`src/rtl/core/lru_pkg.sv`:
```
`timescale 1ns / 1ps
// Shared types and constants for the LRU page replacement unit.
// No dependencies; used by lru_cell and lru_page_replacement.
package lru_pkg;

  localparam int FRAME_COUNT_DEF = 8;
  localparam int PAGE_BITS_DEF   = 16;

  localparam int PAGE_NUM_W = 16;
  localparam int CFG_W      = 4;
  localparam int FAULT_W    = 32;

  localparam logic [CFG_W-1:0]   FRAMES_RESET = 4'd8;
  localparam logic [FAULT_W-1:0] FAULT_MAX    = '1;

  typedef enum logic [1:0] {
    ST_IDLE,
    ST_CMP,
    ST_UPD
  } lru_state_t;

  // per-cycle control broadcast to every cell
  typedef struct packed {
    logic cmp_en;
    logic upd_en;
  } lru_ctl_t;

endpackage

```
`src/rtl/core/lru_cell.sv`:
```
`timescale 1ns / 1ps
// One position of the recency chain: holds a page and its valid bit.
// Depends on lru_pkg for the control struct.
module lru_cell #(
  parameter int CELL_IDX  = 0,
  parameter int IDX_W     = 3,
  parameter int PAGE_BITS = 16
) (
  input  logic                 clk,
  input  logic                 rst_n,
  input  lru_pkg::lru_ctl_t    ctl,
  input  logic [IDX_W-1:0]     stop,
  input  logic [PAGE_BITS-1:0] key,
  input  logic [PAGE_BITS-1:0] prev_page,
  input  logic                 prev_valid,
  output logic [PAGE_BITS-1:0] page_o,
  output logic                 valid_o,
  output logic                 hit_o
);
  import lru_pkg::*;

  logic [PAGE_BITS-1:0] page_r;
  logic                 valid_r;
  logic                 hit_r;
  logic                 hit_nxt;
  logic                 load;

  assign hit_nxt = valid_r && (page_r == key);
  // take the neighbor's word when this position's index is at or below the stop index
  assign load    = ctl.upd_en && (IDX_W'(CELL_IDX) <= stop);

  always_ff @(posedge clk) begin
    if (!rst_n) begin
      valid_r <= 1'b0;
      hit_r   <= 1'b0;
    end else begin
      if (ctl.cmp_en) begin
        hit_r <= hit_nxt;
      end
      if (load) begin
        valid_r <= prev_valid;
      end
    end
  end

  always_ff @(posedge clk) begin
    if (load) begin
      page_r <= prev_page;
    end
  end

  assign page_o  = page_r;
  assign valid_o = valid_r;
  assign hit_o   = hit_r;

endmodule

```
`src/rtl/core/lru_page_replacement.sv`:
```
`timescale 1ns / 1ps
// Top level of the LRU page replacement unit: sequencer, counters, result register.
// Depends on lru_pkg and a chain of lru_cell instances.
//
//  channel | ports                                   | handshake
//  --------+-----------------------------------------+-------------------------
//  in      | in_page_number                          | in_valid / in_stall
//  out     | out_page_fault, out_evicted_valid,      | out_valid / out_stall
//          | out_evicted_page, out_fault_count       |
//  cfg     | cfg_frames_in_use                       | cfg_valid / cfg_ready
//
// Each reference passes a compare state, which matches the key against every cell of
// the chain, and an update state, which shifts the chain and loads the result register.
// A new word is taken in the update state, so the next reference enters while the last
// finishes. Reset (synchronous, rst_n low) empties the chain, zeroes the fault count
// and sets the frame limit to eight. A stalled result holds the update state and input.
module lru_page_replacement #(
  parameter int FRAME_COUNT = lru_pkg::FRAME_COUNT_DEF,
  parameter int PAGE_BITS   = lru_pkg::PAGE_BITS_DEF
) (
  input  logic                           clk,
  input  logic                           rst_n,
  input  logic                           in_valid,
  output logic                           in_stall,
  input  logic [lru_pkg::PAGE_NUM_W-1:0] in_page_number,
  output logic                           out_valid,
  input  logic                           out_stall,
  output logic                           out_page_fault,
  output logic                           out_evicted_valid,
  output logic [lru_pkg::PAGE_NUM_W-1:0] out_evicted_page,
  output logic [lru_pkg::FAULT_W-1:0]    out_fault_count,
  input  logic                           cfg_valid,
  output logic                           cfg_ready,
  input  logic [lru_pkg::CFG_W-1:0]      cfg_frames_in_use
);
  import lru_pkg::*;

  localparam int IDX_W = (FRAME_COUNT > 1) ? $clog2(FRAME_COUNT) : 1;
  localparam int OCC_W = $clog2(FRAME_COUNT + 1);
  localparam int CW    = (OCC_W > CFG_W) ? OCC_W : CFG_W;

  lru_state_t state_r, state_nxt;
  lru_ctl_t   ctl;

  logic [CFG_W-1:0]     frames_r;
  logic [PAGE_BITS-1:0] key_r;
  logic [OCC_W-1:0]     occ_r;
  logic [FAULT_W-1:0]   faults_r, faults_nxt;

  logic                  out_valid_r;
  logic                  out_fault_r;
  logic                  out_ev_valid_r;
  logic [PAGE_NUM_W-1:0] out_ev_page_r;
  logic [FAULT_W-1:0]    out_count_r;

  logic [PAGE_BITS-1:0] cell_page [FRAME_COUNT];
  logic [FRAME_COUNT-1:0] cell_valid;
  logic [FRAME_COUNT-1:0] cell_hit;

  logic [31:0]          in_ext;
  logic [PAGE_BITS-1:0] key_nxt;
  logic                 in_fire;
  logic                 out_free;
  logic                 hit_any;
  logic [IDX_W-1:0]     hit_idx;
  logic [IDX_W-1:0]     last_idx;
  logic [IDX_W-1:0]     stop;
  logic [CW-1:0]        lim;
  logic [CW-1:0]        cfg_ext;
  logic                 room;
  logic                 evict;
  logic [PAGE_BITS-1:0] ev_page;
  logic [31:0]          ev_ext;

  // compare on the low PAGE_BITS bits of the referenced page
  assign in_ext  = 32'(in_page_number);
  assign key_nxt = in_ext[PAGE_BITS-1:0];

  assign out_free  = !out_valid_r || !out_stall;
  assign in_fire   = in_valid && !in_stall;
  assign cfg_ready = 1'b1;

  // sequencer: idle takes a word, compare cycle, then update cycle which may take the next
  always_comb begin
    state_nxt  = state_r;
    in_stall   = 1'b1;
    ctl.cmp_en = 1'b0;
    ctl.upd_en = 1'b0;
    case (state_r)
      ST_IDLE: begin
        in_stall = 1'b0;
        if (in_valid) begin
          state_nxt = ST_CMP;
        end
      end
      ST_CMP: begin
        ctl.cmp_en = 1'b1;
        state_nxt  = ST_UPD;
      end
      ST_UPD: begin
        if (out_free) begin
          ctl.upd_en = 1'b1;
          in_stall   = 1'b0;
          state_nxt  = in_valid ? ST_CMP : ST_IDLE;
        end
      end
      default: begin
        state_nxt = ST_IDLE;
      end
    endcase
  end

  always_ff @(posedge clk) begin
    if (!rst_n) begin
      state_r <= ST_IDLE;
    end else begin
      state_r <= state_nxt;
    end
  end

  // clamp the limit into 1..FRAME_COUNT
  assign cfg_ext = CW'(frames_r);
  always_comb begin
    if (frames_r == '0) begin
      lim = CW'(1);
    end else if (cfg_ext > CW'(FRAME_COUNT)) begin
      lim = CW'(FRAME_COUNT);
    end else begin
      lim = cfg_ext;
    end
  end

  assign room = CW'(occ_r) < lim;

  // at most one cell hits, so an OR encoder gives its position
  always_comb begin
    hit_idx = '0;
    for (int i = 0; i < FRAME_COUNT; i++) begin
      if (cell_hit[i]) begin
        hit_idx = hit_idx | IDX_W'(i);
      end
    end
  end

  assign hit_any  = |cell_hit;
  assign last_idx = IDX_W'(occ_r - OCC_W'(1));
  assign evict    = !hit_any && !room;

  // hit: shift down to the hit cell; miss with room: grow by one; full: drop the tail
  always_comb begin
    if (hit_any) begin
      stop = hit_idx;
    end else if (room) begin
      stop = IDX_W'(occ_r);
    end else begin
      stop = last_idx;
    end
  end

  // tail cell holds the least recently used page
  always_comb begin
    ev_page = '0;
    for (int i = 0; i < FRAME_COUNT; i++) begin
      if (IDX_W'(i) == last_idx) begin
        ev_page = cell_page[i];
      end
    end
  end
  assign ev_ext = 32'(ev_page);

  assign faults_nxt = (faults_r == FAULT_MAX) ? faults_r : faults_r + FAULT_W'(1);

  for (genvar g = 0; g < FRAME_COUNT; g++) begin : g_cell
    logic [PAGE_BITS-1:0] prev_page;
    logic                 prev_valid;
    if (g == 0) begin : g_head
      assign prev_page  = key_r;
      assign prev_valid = 1'b1;
    end else begin : g_body
      assign prev_page  = cell_page[g-1];
      assign prev_valid = cell_valid[g-1];
    end
    lru_cell #(
      .CELL_IDX  (g),
      .IDX_W     (IDX_W),
      .PAGE_BITS (PAGE_BITS)
    ) u_cell (
      .clk        (clk),
      .rst_n      (rst_n),
      .ctl        (ctl),
      .stop       (stop),
      .key        (key_r),
      .prev_page  (prev_page),
      .prev_valid (prev_valid),
      .page_o     (cell_page[g]),
      .valid_o    (cell_valid[g]),
      .hit_o      (cell_hit[g])
    );
  end

  // control state: limit, occupancy, fault total, result valid
  always_ff @(posedge clk) begin
    if (!rst_n) begin
      frames_r    <= FRAMES_RESET;
      occ_r       <= '0;
      faults_r    <= '0;
      out_valid_r <= 1'b0;
    end else begin
      if (cfg_valid && cfg_ready) begin
        frames_r <= cfg_frames_in_use;
      end
      if (ctl.upd_en) begin
        out_valid_r <= 1'b1;
        if (!hit_any) begin
          faults_r <= faults_nxt;
          if (room) begin
            occ_r <= occ_r + OCC_W'(1);
          end
        end
      end else if (!out_stall) begin
        out_valid_r <= 1'b0;
      end
    end
  end

  // payload: hold the key for the compare, load the result word on update
  always_ff @(posedge clk) begin
    if (in_fire) begin
      key_r <= key_nxt;
    end
    if (ctl.upd_en) begin
      out_fault_r    <= !hit_any;
      out_ev_valid_r <= evict;
      out_ev_page_r  <= evict ? ev_ext[PAGE_NUM_W-1:0] : '0;
      out_count_r    <= hit_any ? faults_r : faults_nxt;
    end
  end

  assign out_valid         = out_valid_r;
  assign out_page_fault    = out_fault_r;
  assign out_evicted_valid = out_ev_valid_r;
  assign out_evicted_page  = out_ev_page_r;
  assign out_fault_count   = out_count_r;

`ifndef SYNTHESIS
  a_hit_unique: assert property (@(posedge clk) disable iff (!rst_n)
    (state_r == ST_UPD) |-> $onehot0(cell_hit))
    else $error("more than one cell matched the key");

  a_occ_matches_valid: assert property (@(posedge clk) disable iff (!rst_n)
    $countones(cell_valid) == int'(occ_r))
    else $error("occupancy count disagrees with valid cells");

  a_occ_bound: assert property (@(posedge clk) disable iff (!rst_n)
    int'(occ_r) <= FRAME_COUNT)
    else $error("occupancy beyond the frame count");

  a_result_after_update: assert property (@(posedge clk) disable iff (!rst_n)
    $rose(out_valid_r) |-> $past(state_r == ST_UPD))
    else $error("result word appeared outside an update cycle");

  a_evict_needs_fault: assert property (@(posedge clk) disable iff (!rst_n)
    (ctl.upd_en && hit_any) |=> (!out_ev_valid_r && !out_fault_r))
    else $error("hit produced a fault or eviction");
`endif

endmodule

```
`config.mk`:
```
export PLATFORM = sky130hd
export DESIGN_NAME = lru_page_replacement
export DESIGN_NICKNAME = d
export VERILOG_FILES = /design/src/rtl/core/lru_pkg.sv /design/src/rtl/core/lru_cell.sv /design/src/rtl/core/lru_page_replacement.sv
export SDC_FILE = /design/constraint.sdc
export NUM_CORES = 1
export LEC_CHECK = 0
export ABC_CLOCK_PERIOD_IN_PS = 5600
export BUFFER_PORTS_ARGS = -buffer_cell sky130_fd_sc_hd__clkbuf_2
export CORE_UTILIZATION = 38
export CTS_CLUSTER_DIAMETER = 100
export CTS_CLUSTER_SIZE = 28
export DETAILED_ROUTE_END_ITERATION = 10
export PLACE_DENSITY = 0.51
export SETUP_SLACK_MARGIN = 0.5
export SLEW_MARGIN = 20
export SYNTH_ARGS = -nofsm -noshare
export SYNTH_HDL_FRONTEND = slang
export SYNTH_SLANG_ARGS = --single-unit
```
`constraint.sdc`:
```
create_clock -name clk -period 5.6 [get_ports clk]
set_input_delay 0.56 -clock clk [delete_from_list [all_inputs] [get_ports clk]]
set_output_delay 0.56 -clock clk [all_outputs]
set_load 0.01 [all_outputs]
```
==> Yosys cells after proc, flatten, opt, wreduce, memory -nomap -nowiden <==
Cells that the tools add are included.
{ "word_totals": {"input_bits": 25, "out_inout_bits": 53, "ff_bits": 253, "word_cells": 131} }
{ "op_classes": {"add_sub_neg": 3, "n_reduce_logical": 30, "n_bitwise": 1, "n_eq_ne": 21, "n_lt_le_gt_ge": 10, "muxes": 32} }
{ "ops": {"columns": ["op", "n"], "rows": [
  ["16-bit == test", 8],
  ["16-bit two-way mux", 8],
  ["32-bit two-way mux", 2],
  ["32-bit by 1-bit adder with 32-bit output (second input constant)", 1],
  ["32-bit == test (second input constant)", 1],
  ["1-bit logical AND", 18],
  ["3-bit two-way mux", 6],
  ["3-bit == test (first input constant)", 4],
  ["3-bit <= comparator (first input constant)", 4],
  ["1-bit two-way mux", 8],
  ["2-bit two-way mux", 4],
  ["4-bit two-way mux", 2],
  ["8-bit OR reduction", 1],
  ["2-bit by 3-bit == test with 1-bit output (first input constant)", 2],
  ["1-bit by 3-bit <= comparator with 1-bit output (first input constant)", 2],
  ["2-bit by 3-bit <= comparator with 1-bit output (first input constant)", 2],
  ["2-bit case mux with 3 select lines", 1],
  ["1-bit zero test", 5],
  ["4-bit by 1-bit adder with 4-bit output (second input constant)", 1],
  ["4-bit greater-than comparator (second input constant)", 1],
  ["4-bit zero test", 1],
  ["4-bit less-than comparator", 1],
  ["2-bit != test (second input constant)", 2],
  ["1-bit by 3-bit == test with 1-bit output (first input constant)", 1],
  ["11 further kinds", 11]
]} }

==> Longest topological paths before layout <==
Gate-level depths: netlist of the first run.
{ "logic_depth": {"depth_word": 10, "ltp_mapped": 12} }

==> Cells and area by module <==
From an unflattened synthesis of the first run, not the netlist that was laid out.
{ "unflattened": {"cells_unflattened": 952, "area_unflattened_um2": 11752.5} }
{ "by_module_without_submodules": {"columns": ["module", "n_inst", "seq_area_each_um2", "area_each_um2", "cells_per_inst"], "rows": [
  ["lru_page_replacement", 1, 2842.7, 5874.4, 591],
  ["lru_cell (g_cell[1].u_cell ...)", 2, 520.5, 735.7, 45],
  ["lru_cell (g_cell[4].u_cell ...)", 2, 520.5, 733.2, 45],
  ["lru_cell (g_cell[3].u_cell)", 1, 520.5, 738.2, 46],
  ["lru_cell (g_cell[5].u_cell)", 1, 520.5, 737.0, 45],
  ["lru_cell (g_cell[2].u_cell)", 1, 520.5, 734.5, 45],
  ["lru_cell (g_cell[0].u_cell)", 1, 520.5, 730.7, 45]
]} }

==> Worst setup path after synthesis of the first run <==
Ideal clock, no wire load.
{ "synth_path": {"path_kind": "in2reg", "startpoint": "input out_stall", "endpoint": "register g_cell[7].u_cell.page_r[0] (enable)", "setup_time_ns": 0.374, "path_slack_ns": 1.615, "cell_stages": 6, "arrival_time_ns": 3.611, "path_cell_list": "nand2_1 -> nand2b_1 -> clkinv_1 -> o41ai_2 -> nor2b_1 -> and2b_1"} }
{ "synth_between": {"elab_chain_len": 5} }
{ "synth_rtl": {"columns": ["item", "line", "text"], "rows": [
  ["from (decl)", "lru_page_replacement.sv:27", "input logic out_stall,"],
  ["1-bit zero test", null, null],
  ["1-bit logical OR", "lru_page_replacement.sv:79", "assign out_free = !out_valid_r || !out_stall;"],
  ["1-bit two-way mux", "lru_page_replacement.sv:101", "if (out_free) begin"],
  ["1-bit two-way mux", "lru_page_replacement.sv:89", "case (state_r)"],
  ["1-bit logical AND", "lru_cell.sv:30", "assign load = ctl.upd_en && (IDX_W'(CELL_IDX) <= stop);"],
  ["via g_cell[7].u_cell.load", "lru_cell.sv:26", "logic load;"],
  ["to (signal assigned)", "lru_cell.sv:48", "page_r <= prev_page;"],
  ["to (decl)", "lru_cell.sv:22", "logic [PAGE_BITS-1:0] page_r;"]
]} }
The timed path passes the listed nets, and every way through them passes these cells.
A chain may end at the register's enable or synchronous reset.

==> Final worst setup path of the first run <==
{ "layout_path": {"startpoint": "register g_cell[3].u_cell.hit_r", "endpoint": "register g_cell[7].u_cell.page_r[5] (enable)"} }
{ "layout_between": {"elab_chain_len": 8, "word_cells_on_any_way": 9, "cone_classes": "order compare: 1; mux: 6; reduce/logical: 2"} }
{ "layout_rtl": {"columns": ["item", "line", "text"], "rows": [
  ["from (decl)", "lru_cell.sv:24", "logic hit_r;"],
  ["from (signal assigned)", "lru_cell.sv:38", "hit_r <= hit_nxt;"],
  ["2-bit two-way mux", "lru_page_replacement.sv:139", "if (cell_hit[i]) begin"],
  ["3-bit two-way mux (4 in series)", "lru_page_replacement.sv:139", null],
  ["3-bit two-way mux (*)", "lru_page_replacement.sv:151", "if (hit_any) begin"],
  ["3-bit <= comparator (*)", "lru_cell.sv:30", null],
  ["1-bit logical AND (*)", "lru_cell.sv:30", null],
  ["via g_cell[7].u_cell.load", "lru_cell.sv:26", null]
]} }
Mark *: on every way through the listed nets, which the timed path passes. The rest lies on a longest branch.

==> impl_metrics.env, run 1 <==
export IMPL_status="finished with violations"
export IMPL_violations="DRC"
export IMPL_dpl_hpwl_mm=19.7
export IMPL_worstPathArrival_ns=3.64
export IMPL_syn_inst=1032
export IMPL_min_period_ns=3.51
export IMPL_met1_usage=0.265
export IMPL_antenna_left=0
export IMPL_hold_path_class="input pin to flop"
export IMPL_portBuffers=76
export IMPL_cts_buffers=13
export IMPL_overflow=0
export IMPL_cts_htree_levels=1
export IMPL_layoutNonFillerInstCount=1478
export IMPL_cts_setup_buffers=0
export IMPL_die_area_mm2=0.0321
export IMPL_p_per_area_mw_per_mm2=256
export IMPL_num_vias=7491
export IMPL_fin_crit_sh=0.626
export IMPL_synth_simple_area_share=0.149
export IMPL_nNetsFinal=1110
export IMPL_timing_hold_violations_final=0
export IMPL_crit_type="flop to flop"
export IMPL_n_antenna_cell=0
export IMPL_ir_worst_vdd_mv=0.156
export IMPL_setup_tns_ns=0
export IMPL_busiest_layer="met1"
export IMPL_relSlewSlack=0.283
export IMPL_design_portCount=78
export IMPL_synth_fp_nets=1067
export IMPL_die_width_um=179
export IMPL_synth_xor_area_frac=0.138
export IMPL_cts_tree="done"
export IMPL_ys_seq_elements=253
export IMPL_rows=64
export IMPL_p_leak_uw=0.00434
export IMPL_cts_reportedPaths_clkPinSlew_ns=0.11
export IMPL_placed_area_mm2=0.0127
export IMPL_yosysUniqueCellTypes=55
export IMPL_first_global_vias=7250
export IMPL_area_growth_pct=9.61
export IMPL_wl_per_cell_um=18.4
export IMPL_final_setup_skew_ns=0.0313
export IMPL_cts_max_path_buffers=3
export IMPL_async_flop_share=0
export IMPL_firstDrtPassIters=8
export IMPL_drive_gt1_frac=0.114
export IMPL_tightest_slew_ns=1.07
export IMPL_max_freq_mhz=285
export IMPL_clock_latency_ns=0.51
export IMPL_start_kind="flop"
export IMPL_seq_area_frac_synth=0.587
export IMPL_syn_area_per_cell_um2=11.6
export IMPL_grt_total_usage=0.172
export IMPL_synth_area_leaders="edfxtp_1 (49%), dfxtp_1 (9.9%), xnor2_1 (9.5%)"
export IMPL_holdWs_ns=0.222
export IMPL_cp_end_kind="flop"
export IMPL_cap_viol_max_count=0
export IMPL_finalSetupViolCount=0
export IMPL_crit_fanout=19
export IMPL_rsz0062_at_grt="false"
export IMPL_wl_mm=27.2
export IMPL_drcViolationCount=9
export IMPL_core_mm2=0.0307
export IMPL_cts_resized=0
export IMPL_synth_top_family_by_area="simple AND/OR/NAND/NOR gates"
export IMPL_synth_top_area_frac=0.488
export IMPL_postCtsHoldBufs=0
export IMPL_final_core_util=0.426
export IMPL_antenna_found_initial=0
export IMPL_yosysTopAreaCell="edfxtp_1"
export IMPL_viasPerCell=5.07
export IMPL_muxShareOfSynthArea=0.00838
export IMPL_synth_common_cells="edfxtp_1 (194), xnor2_1 (129), nand2_1 (108)"
export IMPL_design_area_mm2=0.0131
export IMPL_drv_slew=0
export IMPL_start_util=0.388
export IMPL_grt_pass1_wl_mm=42.1
export IMPL_die_y_um=179
export IMPL_cp_required_ns=5.73
export IMPL_clockRootBuffer="clkbuf_16"
export IMPL_drt_initial_drc_count=566
export IMPL_ys_warnings_count=0
export IMPL_synth_compound_area_share=0.0803
export IMPL_synth_fa_ha_area_frac=0.0105
export IMPL_grt_max_degree=65
export IMPL_synthMostInstantiatedCell="edfxtp_1"
export IMPL_synth_edf_count=194
export IMPL_cts_sinks=253
export IMPL_placed_cells=1456
export IMPL_gp_congestion=0.808
export IMPL_synth_cell_area_mm2=0.0119
export IMPL_synth_top_flop_cell="edfxtp_1"
export IMPL_use_met3=0.0184
export IMPL_grtUsageMet2=0.263
## flip-flops by register name (all words and copies together), names as in the netlist
signal and cells:
out_evicted_page 16, g_cell.u_cell.hit_o 8, g_cell.prev_page 16, g_cell.u_cell.valid_o 8, faults_r 32, cfg_ext 4, occ_r 4, out_fault_count 32
out_evicted_valid 1, out_page_fault 1, g_cell.u_cell.page_o 128, state_r 2, out_valid 1
## kinds of logic after synthesis
kind of cell	Yosys count
DFF	253
and+or+nand+nor	332
other	1
muxes	10
buffers and inverters	77
AOI/OAI and AO/OA	161
adders and majority gates	10
xor gates and xnor gates	188
## stage by stage
step                worst slack (ns)  total power (uW)
detailed placement              2.16              2320
global route                    1.99              3480
floorplan                       1.62              2240
global placement                2.20              2320
CTS                             2.10              3400
finish                          2.09              3350
## placed cells by master (no fill, tap or decap), drive strengths merged, types with 16 or more instances in the layout
cell / count
nand3: 20
and2: 30
nor3: 22
xor2: 59
clkbuf: 94
nor2b: 18
inv: 16
edfxtp: 194
nand3b: 17
xnor2: 129
nor2: 25
nand4: 33
dfxtp: 59
a21oi: 46
o211ai: 19
nand2: 109
a22oi: 16
o21ai: 60
nor4: 22
## final timing paths
check                                              start                          to  slack (ns)  depth (start not counted)
worst min register to register  g_cell[7].u_cell.valid_o    g_cell[7].u_cell.valid_o        0.47                          2
worst max register to register    g_cell[3].u_cell.hit_o  g_cell[7].u_cell.page_o[5]        2.09                          7
worst min-delay path                   in_page_number[0]      g_cell[0].prev_page[0]        0.22                          1
worst max-delay path              g_cell[3].u_cell.hit_o  g_cell[7].u_cell.page_o[5]        2.09                          7
## routing by layer
layer	up-vias	wire (um)
met1	3577	14000
li1	3752	-
met4	0	335
met5	-	0
met2	141	11900
met3	21	994
## critical path, stage by stage (launching register included)
cell and delay (ns):
dfxtp_1 0.34, or4_4 0.54, or2_1 0.44, a211oi_1 0.41
o41ai_2 0.17, nor2b_1 0.22, buf_4 0.27, and2b_1 0.71
## layout make-up
type / count / area, um2
Clock inverter: 4 / 37.5
Clock buffer: 18 / 354
Sequential cell: 253 / 7010
Multi-Input combinational cell: 702 / 4640
Tap cell: 396 / 495
Fill cell: 2998 / 17700
Timing Repair Buffer: 90 / 485
Inverter: 15 / 70.1
## power by group
group | switching, uW | internal [uW] | total (uW)
sequential | 42.5 | 2040 | 2080
combinational | 116 | 79.7 | 195
clock | 617 | 463 | 1080
total | 776 | 2580 | 3350
(Power assumes the default switching activity.)
==> inputs of run 2 (changes only) <==
- ABC_AREA: not set -> 1
- ABC_CLOCK_PERIOD_IN_PS: 5600 -> 3650
- clock period: 5.6 -> 3.65 ns (I/O delays scaled with it)
==> run 2 against run 1 <==
The flow now finishes without violations; sequential power rose by 56%; cell area rose by 8.6%; clock skew rose by 0.017 ns; maximum frequency rose by 26%; sequential cell count did not move; wire length rose by 19%; critical path depth rose by 1; largest cell class unchanged; highest routed layer unchanged; synthesized cell count rose by 31%; sequential share of layout area fell by 4.2 points.
==> impl_metrics.env, run 2 <==
export IMPL_yosysTopAreaCell="edfxtp_1"
export IMPL_firstDrtPassIters=7
export IMPL_cts_max_path_buffers=3
export IMPL_largest_reg_flops=128
export IMPL_synth_cell_area_mm2=0.0129
export IMPL_worstPathArrival_ns=3.05
export IMPL_seq_area_frac_synth=0.543
export IMPL_syn_inst=1355
export IMPL_cp_end_kind="flop"
export IMPL_nNetsFinal=1446
export IMPL_fillers=3306
export IMPL_finalSetupViolCount=0
export IMPL_overflow=0
export IMPL_ir_worst_vdd_mv=0.284
export IMPL_num_vias=9382
export IMPL_hold_path_class="input pin to flop"
export IMPL_die_width_um=186
export IMPL_rsz0062_at_grt="false"
export IMPL_setup_tns_ns=0
export IMPL_fin_crit_sh=0.762
export IMPL_cts_setup_buffers=0
export IMPL_portBuffers=76
export IMPL_grt_max_degree=63
export IMPL_cts_sinks=253
export IMPL_cap_viol_max_count=0
export IMPL_die_y_um=186
export IMPL_n_antenna_cell=0
export IMPL_wl_mm=32.4
export IMPL_cts_tree="done"
export IMPL_start_kind="flop"
export IMPL_timing_hold_violations_final=0
export IMPL_final_common_cell="nand2_1"
export IMPL_grt_total_usage=0.190
export IMPL_rows=67
export IMPL_synth_area_leaders="edfxtp_1 (45%), dfxtp_1 (9.2%), nand2_1 (5.7%)"
export IMPL_drive_gt1_frac=0.151
export IMPL_cp_required_ns=3.91
export IMPL_synth_top_flop_cell="edfxtp_1"
export IMPL_yosysUniqueCellTypes=42
export IMPL_dpl_hpwl_mm=24.1
export IMPL_cts_buffers=14
export IMPL_antenna_found_initial=0
export IMPL_relSlewSlack=0.262
export IMPL_synth_fa_ha_area_frac=0.00970
export IMPL_gp_congestion=0.884
export IMPL_tightest_slew_ns=1.10
export IMPL_drcViolationCount=0
export IMPL_grt_pass1_wl_mm=50.1
export IMPL_design_portCount=78
export IMPL_synth_fp_nets=1390
export IMPL_ys_warnings_count=0
export IMPL_synth_top_area_frac=0.451
export IMPL_async_flop_share=0
export IMPL_crit_type="flop to flop"
export IMPL_drv_slew=0
export IMPL_wl_per_cell_um=17.3
export IMPL_area_growth_pct=10.1
export IMPL_synth_common_cells="nand2_1 (195), edfxtp_1 (194), inv_1 (144)"
export IMPL_syn_area_per_cell_um2=9.52
export IMPL_power_uw=5480
export IMPL_synth_simple_area_share=0.203
export IMPL_die_area_mm2=0.0347
export IMPL_synth_xor_area_frac=0.0767
export IMPL_status="completed"
export IMPL_ys_seq_elements=253
export IMPL_min_period_ns=2.78
export IMPL_synth_edf_count=194
export IMPL_cts_htree_levels=1
export IMPL_antenna_left=0
export IMPL_final_setup_skew_ns=0.0482
export IMPL_synth_top_family_by_area="simple AND/OR/NAND/NOR gates"
export IMPL_clockRootBuffer="clkbuf_16"
export IMPL_core_mm2=0.0334
export IMPL_p_per_area_mw_per_mm2=386
export IMPL_start_util=0.386
export IMPL_clock_latency_ns=0.53
export IMPL_synth_compound_area_share=0.0962
export IMPL_first_global_vias=8632
export IMPL_viasPerCell=5.03
export IMPL_synthMostInstantiatedCell="nand2_1"
export IMPL_cts_reportedPaths_clkPinSlew_ns=0.12
export IMPL_p_leak_uw=0.00546
export IMPL_layout_common_cells="nand2_1 (195), edfxtp_1 (194), inv_1 (144)"
export IMPL_muxShareOfSynthArea=0
export IMPL_crit_fanout=30
export IMPL_max_freq_mhz=359
export IMPL_drt_initial_drc_count=740
-- run 2: cell types whose count changed after synthesis, sizes merged, moves of 57 or more --
cell   before  now
inv        13  157
nand2     109  203
nand3      20  144
nor2       25   90
o21ai      60  117
xnor2     129   33
-- run 2: final timing paths --
check | slack (ns) | from | endpoint | cells after the start
setup / recovery | 0.87 | occ_r[0] | out_evicted_page[9] | 8
hold / removal | 0.03 | in_page_number[12] | g_cell[0].prev_page[12] | 1
setup reg to reg | 0.87 | occ_r[0] | out_evicted_page[9] | 8
hold reg to reg | 0.46 | g_cell[6].u_cell.page_o[12] | g_cell[7].u_cell.page_o[12] | 0
-- run 2: what timing repair did --
item / CTS / global route
hold buffers: 9 / 1
hold endpoints to repair: 9 / 1
resized for setup: 0 / 0
-- run 2: per-layer routing --
layer  share of wire  track usage  vias to the layer above
met3           0.064       0.0273                       32
met5               0            0                        -
li1                -            -                     4710
met4           0.017       0.0367                        0
met1            0.53        0.309                     4364
met2            0.39        0.261                      276
-- run 2: logic make-up after synthesis --
| family | Yosys count |
|---|---|
| AND/OR/NAND/NOR | 546 |
| flip-flops | 253 |
| buffers and inverters | 224 |
| AO/OA/AOI/OAI | 208 |
| XOR/XNOR | 113 |
| adder cells (fa/ha/maj) | 10 |
| other | 1 |
-- run 2: critical path, stage by stage (launching register included) --
cell     delay (ns)
dfxtp_1        0.48
inv_1          0.17
ha_1           0.24
nand2_1        0.06
nand2_1        0.07
inv_2          0.36
nand2_1        0.62
o21ai_0        0.44
a21oi_1        0.07
-- run 2: power by group --
group	switching (uW)	internal, uW	leakage (uW)
Sequential	87.9	3150	0.00225
Combinational	291	168	0.00301
Clock	1020	760	0.000207
-- run 2: metrics by stage --
stage	hold WS (ns)	util	std cells	setup WS (ns)	area, um2
6_report	0.0256	0.425	1867	0.868	14200
5_1_grt	0.00318	0.425	1867	0.579	14200
4_1_cts	0.00155	0.425	1866	0.883	14200
3_5_place_dp	0.435	0.408	1833	0.879	13700
3_3_place_gp	0.440	0.408	1833	0.954	13700
2_1_floorplan	0.421	-	1355	0.483	12900
-- run 2: area by class of cell --
class                   instances  area, um2  area share
clock inverters                 6       83.8     0.00590
inverters                     161        609      0.0429
flip-flops and latches        253       7010       0.493
clock buffers                  18        365      0.0257
repair buffers                103        608      0.0428
multi-input cells             878       4980       0.350
well taps                     448        561      0.0394
==> inputs of run 3 (changes only) <==
- ABC_CLOCK_PERIOD_IN_PS: 3650 -> 2770
- clock period: 3.65 -> 2.77 ns (I/O delays scaled with it)
==> run 3 against run 2 <==
Sequential power up 31%; first-iteration DRC count shrank 19%; cell area rose by 4.5%; critical path depth is 5 higher; cell count up 1.7%; sequential share of layout area shrank 2.1 points; clock skew shrank 0.0095 ns; sequential cell count is the same; maximum frequency is 28% higher; hold slack lost 0.012 ns; largest power group unchanged.
==> impl_metrics.env, run 3 (synthesis gave the netlist of run 2 again) <==
export IMPL_final_setup_skew_ns=0.0388
export IMPL_area_growth_pct=15.1
export IMPL_nNetsFinal=1478
export IMPL_cts_htree_levels=1
export IMPL_r2r_cells=13
export IMPL_layout_common_cells="edfxtp_1 (194), nand2_1 (188), inv_1 (139)"
export IMPL_hold_path_class="input pin to flop"
export IMPL_cts_max_path_buffers=3
export IMPL_cts_reportedPaths_clkPinSlew_ns=0.12
export IMPL_viasPerCell=4.92
export IMPL_antenna_left=0
export IMPL_core_mm2=0.0334
export IMPL_design_area_mm2=0.0148
export IMPL_clockRootBuffer="clkbuf_16"
export IMPL_worstPathArrival_ns=2.45
export IMPL_largest_reg_flops=128
export IMPL_gp_congestion=0.849
export IMPL_dpl_hpwl_mm=23.1
export IMPL_drt_initial_drc_count=600
export IMPL_netSwitchingFraction=0.252
export IMPL_clock_latency_ns=0.51
export IMPL_p_int_uw=5350
export IMPL_placed_cells=1843
export IMPL_drive_gt1_frac=0.207
export IMPL_antenna_found_initial=0
export IMPL_start_kind="flop"
export IMPL_placed_area_mm2=0.0139
export IMPL_min_period_ns=2.18
export IMPL_wl_mm=31.1
export IMPL_setup_tns_ns=0
export IMPL_portBuffers=76
export IMPL_n_antenna_cell=0
export IMPL_clock_power_share=0.304
export IMPL_p_per_area_mw_per_mm2=482
export IMPL_rows=67
export IMPL_hold_path_end="cfg_ext[3]"
export IMPL_grt_total_usage=0.184
export IMPL_firstDrtPassIters=5
export IMPL_ir_worst_vdd_mv=0.364
export IMPL_die_y_um=186
export IMPL_cts_sinks=253
export IMPL_num_vias=9341
export IMPL_tightest_slew_ns=0.815
export IMPL_cts_tree="done"
export IMPL_layoutNonFillerInstCount=1898
export IMPL_seqPwrFrac=0.596
export IMPL_relSlewSlack=0.456
export IMPL_first_global_vias=8652
export IMPL_cp_startpoint="occ_r[0]"
export IMPL_overflow=0
export IMPL_fin_crit_sh=0.786
export IMPL_reg2reg_to="out_evicted_page[12]"
export IMPL_crit_type="flop to flop"
export IMPL_drcViolationCount=0
export IMPL_rsz0062_at_grt="true"
export IMPL_die_width_um=186
export IMPL_grt_max_degree=62
export IMPL_combPwrFrac=0.101
export IMPL_cts_buffers=13
export IMPL_grt_pass1_wl_mm=49.3
export IMPL_finalSetupViolCount=0
export IMPL_regToRegSetupSlack_ns=0.59
export IMPL_die_area_mm2=0.0347
export IMPL_hold_path_depth=3
export IMPL_cp_required_ns=3.04
export IMPL_final_common_cell="edfxtp_1"
export IMPL_cp_end_kind="flop"
export IMPL_wl_per_cell_um=16.4
export IMPL_design_portCount=78
export IMPL_p_leak_uw=0.00566
export IMPL_setup_ws_ns=0.592
export IMPL_status="completed"
export IMPL_worstHoldStart="cfg_frames_in_use[3]"
export IMPL_cap_viol_max_count=0
export IMPL_max_freq_mhz=459
export IMPL_r2r_start="occ_r[0]"
export IMPL_pre_cts_slack_ns=0.207
export IMPL_power_switching_uw=1800
export IMPL_timing_hold_violations_final=0
export IMPL_crit_fanout=13
export IMPL_drv_slew=0
export IMPL_start_util=0.386
run 3: cell count changes in the layout (fill, tap and decap cells not counted), moves of 5 or more:
| cell | previous run | this run |
|---|---|---|
| o21ai_1 | 39 | 45 |
| a21oi_2 | 0 | 32 |
| a21oi_1 | 72 | 39 |
| dlygate4sd3_1 | 10 | 16 |
| inv_1 | 144 | 139 |
| buf_12 | 0 | 9 |
| nand3_1 | 142 | 136 |
| o21ai_0 | 41 | 34 |
| buf_4 | 17 | 29 |
| nand2_1 | 195 | 188 |
run 3: what timing repair did:
action | 4_1_cts | 5_1_grt
gates cloned | 1 | 0
hold endpoints to repair | 16 | 0
gates resized for setup | 17 | 29
buffers inserted | 12 | 4
endpoints found under the setup margin | 117 | 146
pin swaps | 4 | 4
hold buffers | 16 | 0
run 3: through the flow:
step                       util  total power (uW)  hold WS, ns
after floorplan               -              4780        0.376
after global placement    0.416              4990        0.442
after detailed placement  0.416              4990        0.452
after CTS                 0.440              7210      0.00893
after global routing      0.444              7470      0.00944
final                     0.444              7150       0.0134
run 3: worst max-delay path by stage:
stage,end,slack (ns),depth (start not counted)
after detailed placement,g_cell[1].u_cell.page_o[1],0.21,10
after CTS,g_cell[1].u_cell.page_o[4],0.49,14
after global routing,out_evicted_page[6],0.47,14
final,out_evicted_page[12],0.59,13
after floorplan,g_cell[5].u_cell.page_o[0],-0.23,8
after global placement,g_cell[1].u_cell.page_o[1],0.23,10
run 3: critical path: stages, from the launching register on:
cell	delay [ns]
dfxtp_4	0.38
inv_2	0.10
ha_1	0.17
inv_1	0.04
nand2_1	0.07
nand2_2	0.08
buf_6	0.15
buf_4	0.16
nand2_8	0.11
nand3_1	0.15
nand3_1	0.11
nand4_1	0.14
o211ai_1	0.17
a21oi_1	0.10
run 3: final cells by class:
class                   instances  area (um2)
fillers                      3248       18600
flip-flops and latches        253        7010
multi-input cells             879        5250
repair buffers                135         998
inverters                     161         638
well taps                     448         561
clock buffers                  18         344
clock inverters                 4        42.5
run 3: power by group through the flow:
stage | registers [uW] | logic [uW] | clock network, uW
after CTS | 4260 | 693 | 2260
after detailed placement | 4350 | 646 | 0
after floorplan | 4290 | 489 | 0
after global placement | 4350 | 643 | 0
final | 4260 | 719 | 2170
after global routing | 4280 | 807 | 2380
run 3: per-layer routing:
metal | share of wire | vias to the layer above | wire, um | track usage
met1 | 0.52 | 4335 | 16300 | 0.293
met3 | 0.050 | 23 | 1560 | 0.0212
met2 | 0.42 | 215 | 12900 | 0.268
met4 | 0.010 | 0 | 318 | 0.0285
met5 | 0 | - | 0 | 0
li1 | - | 4768 | - | -
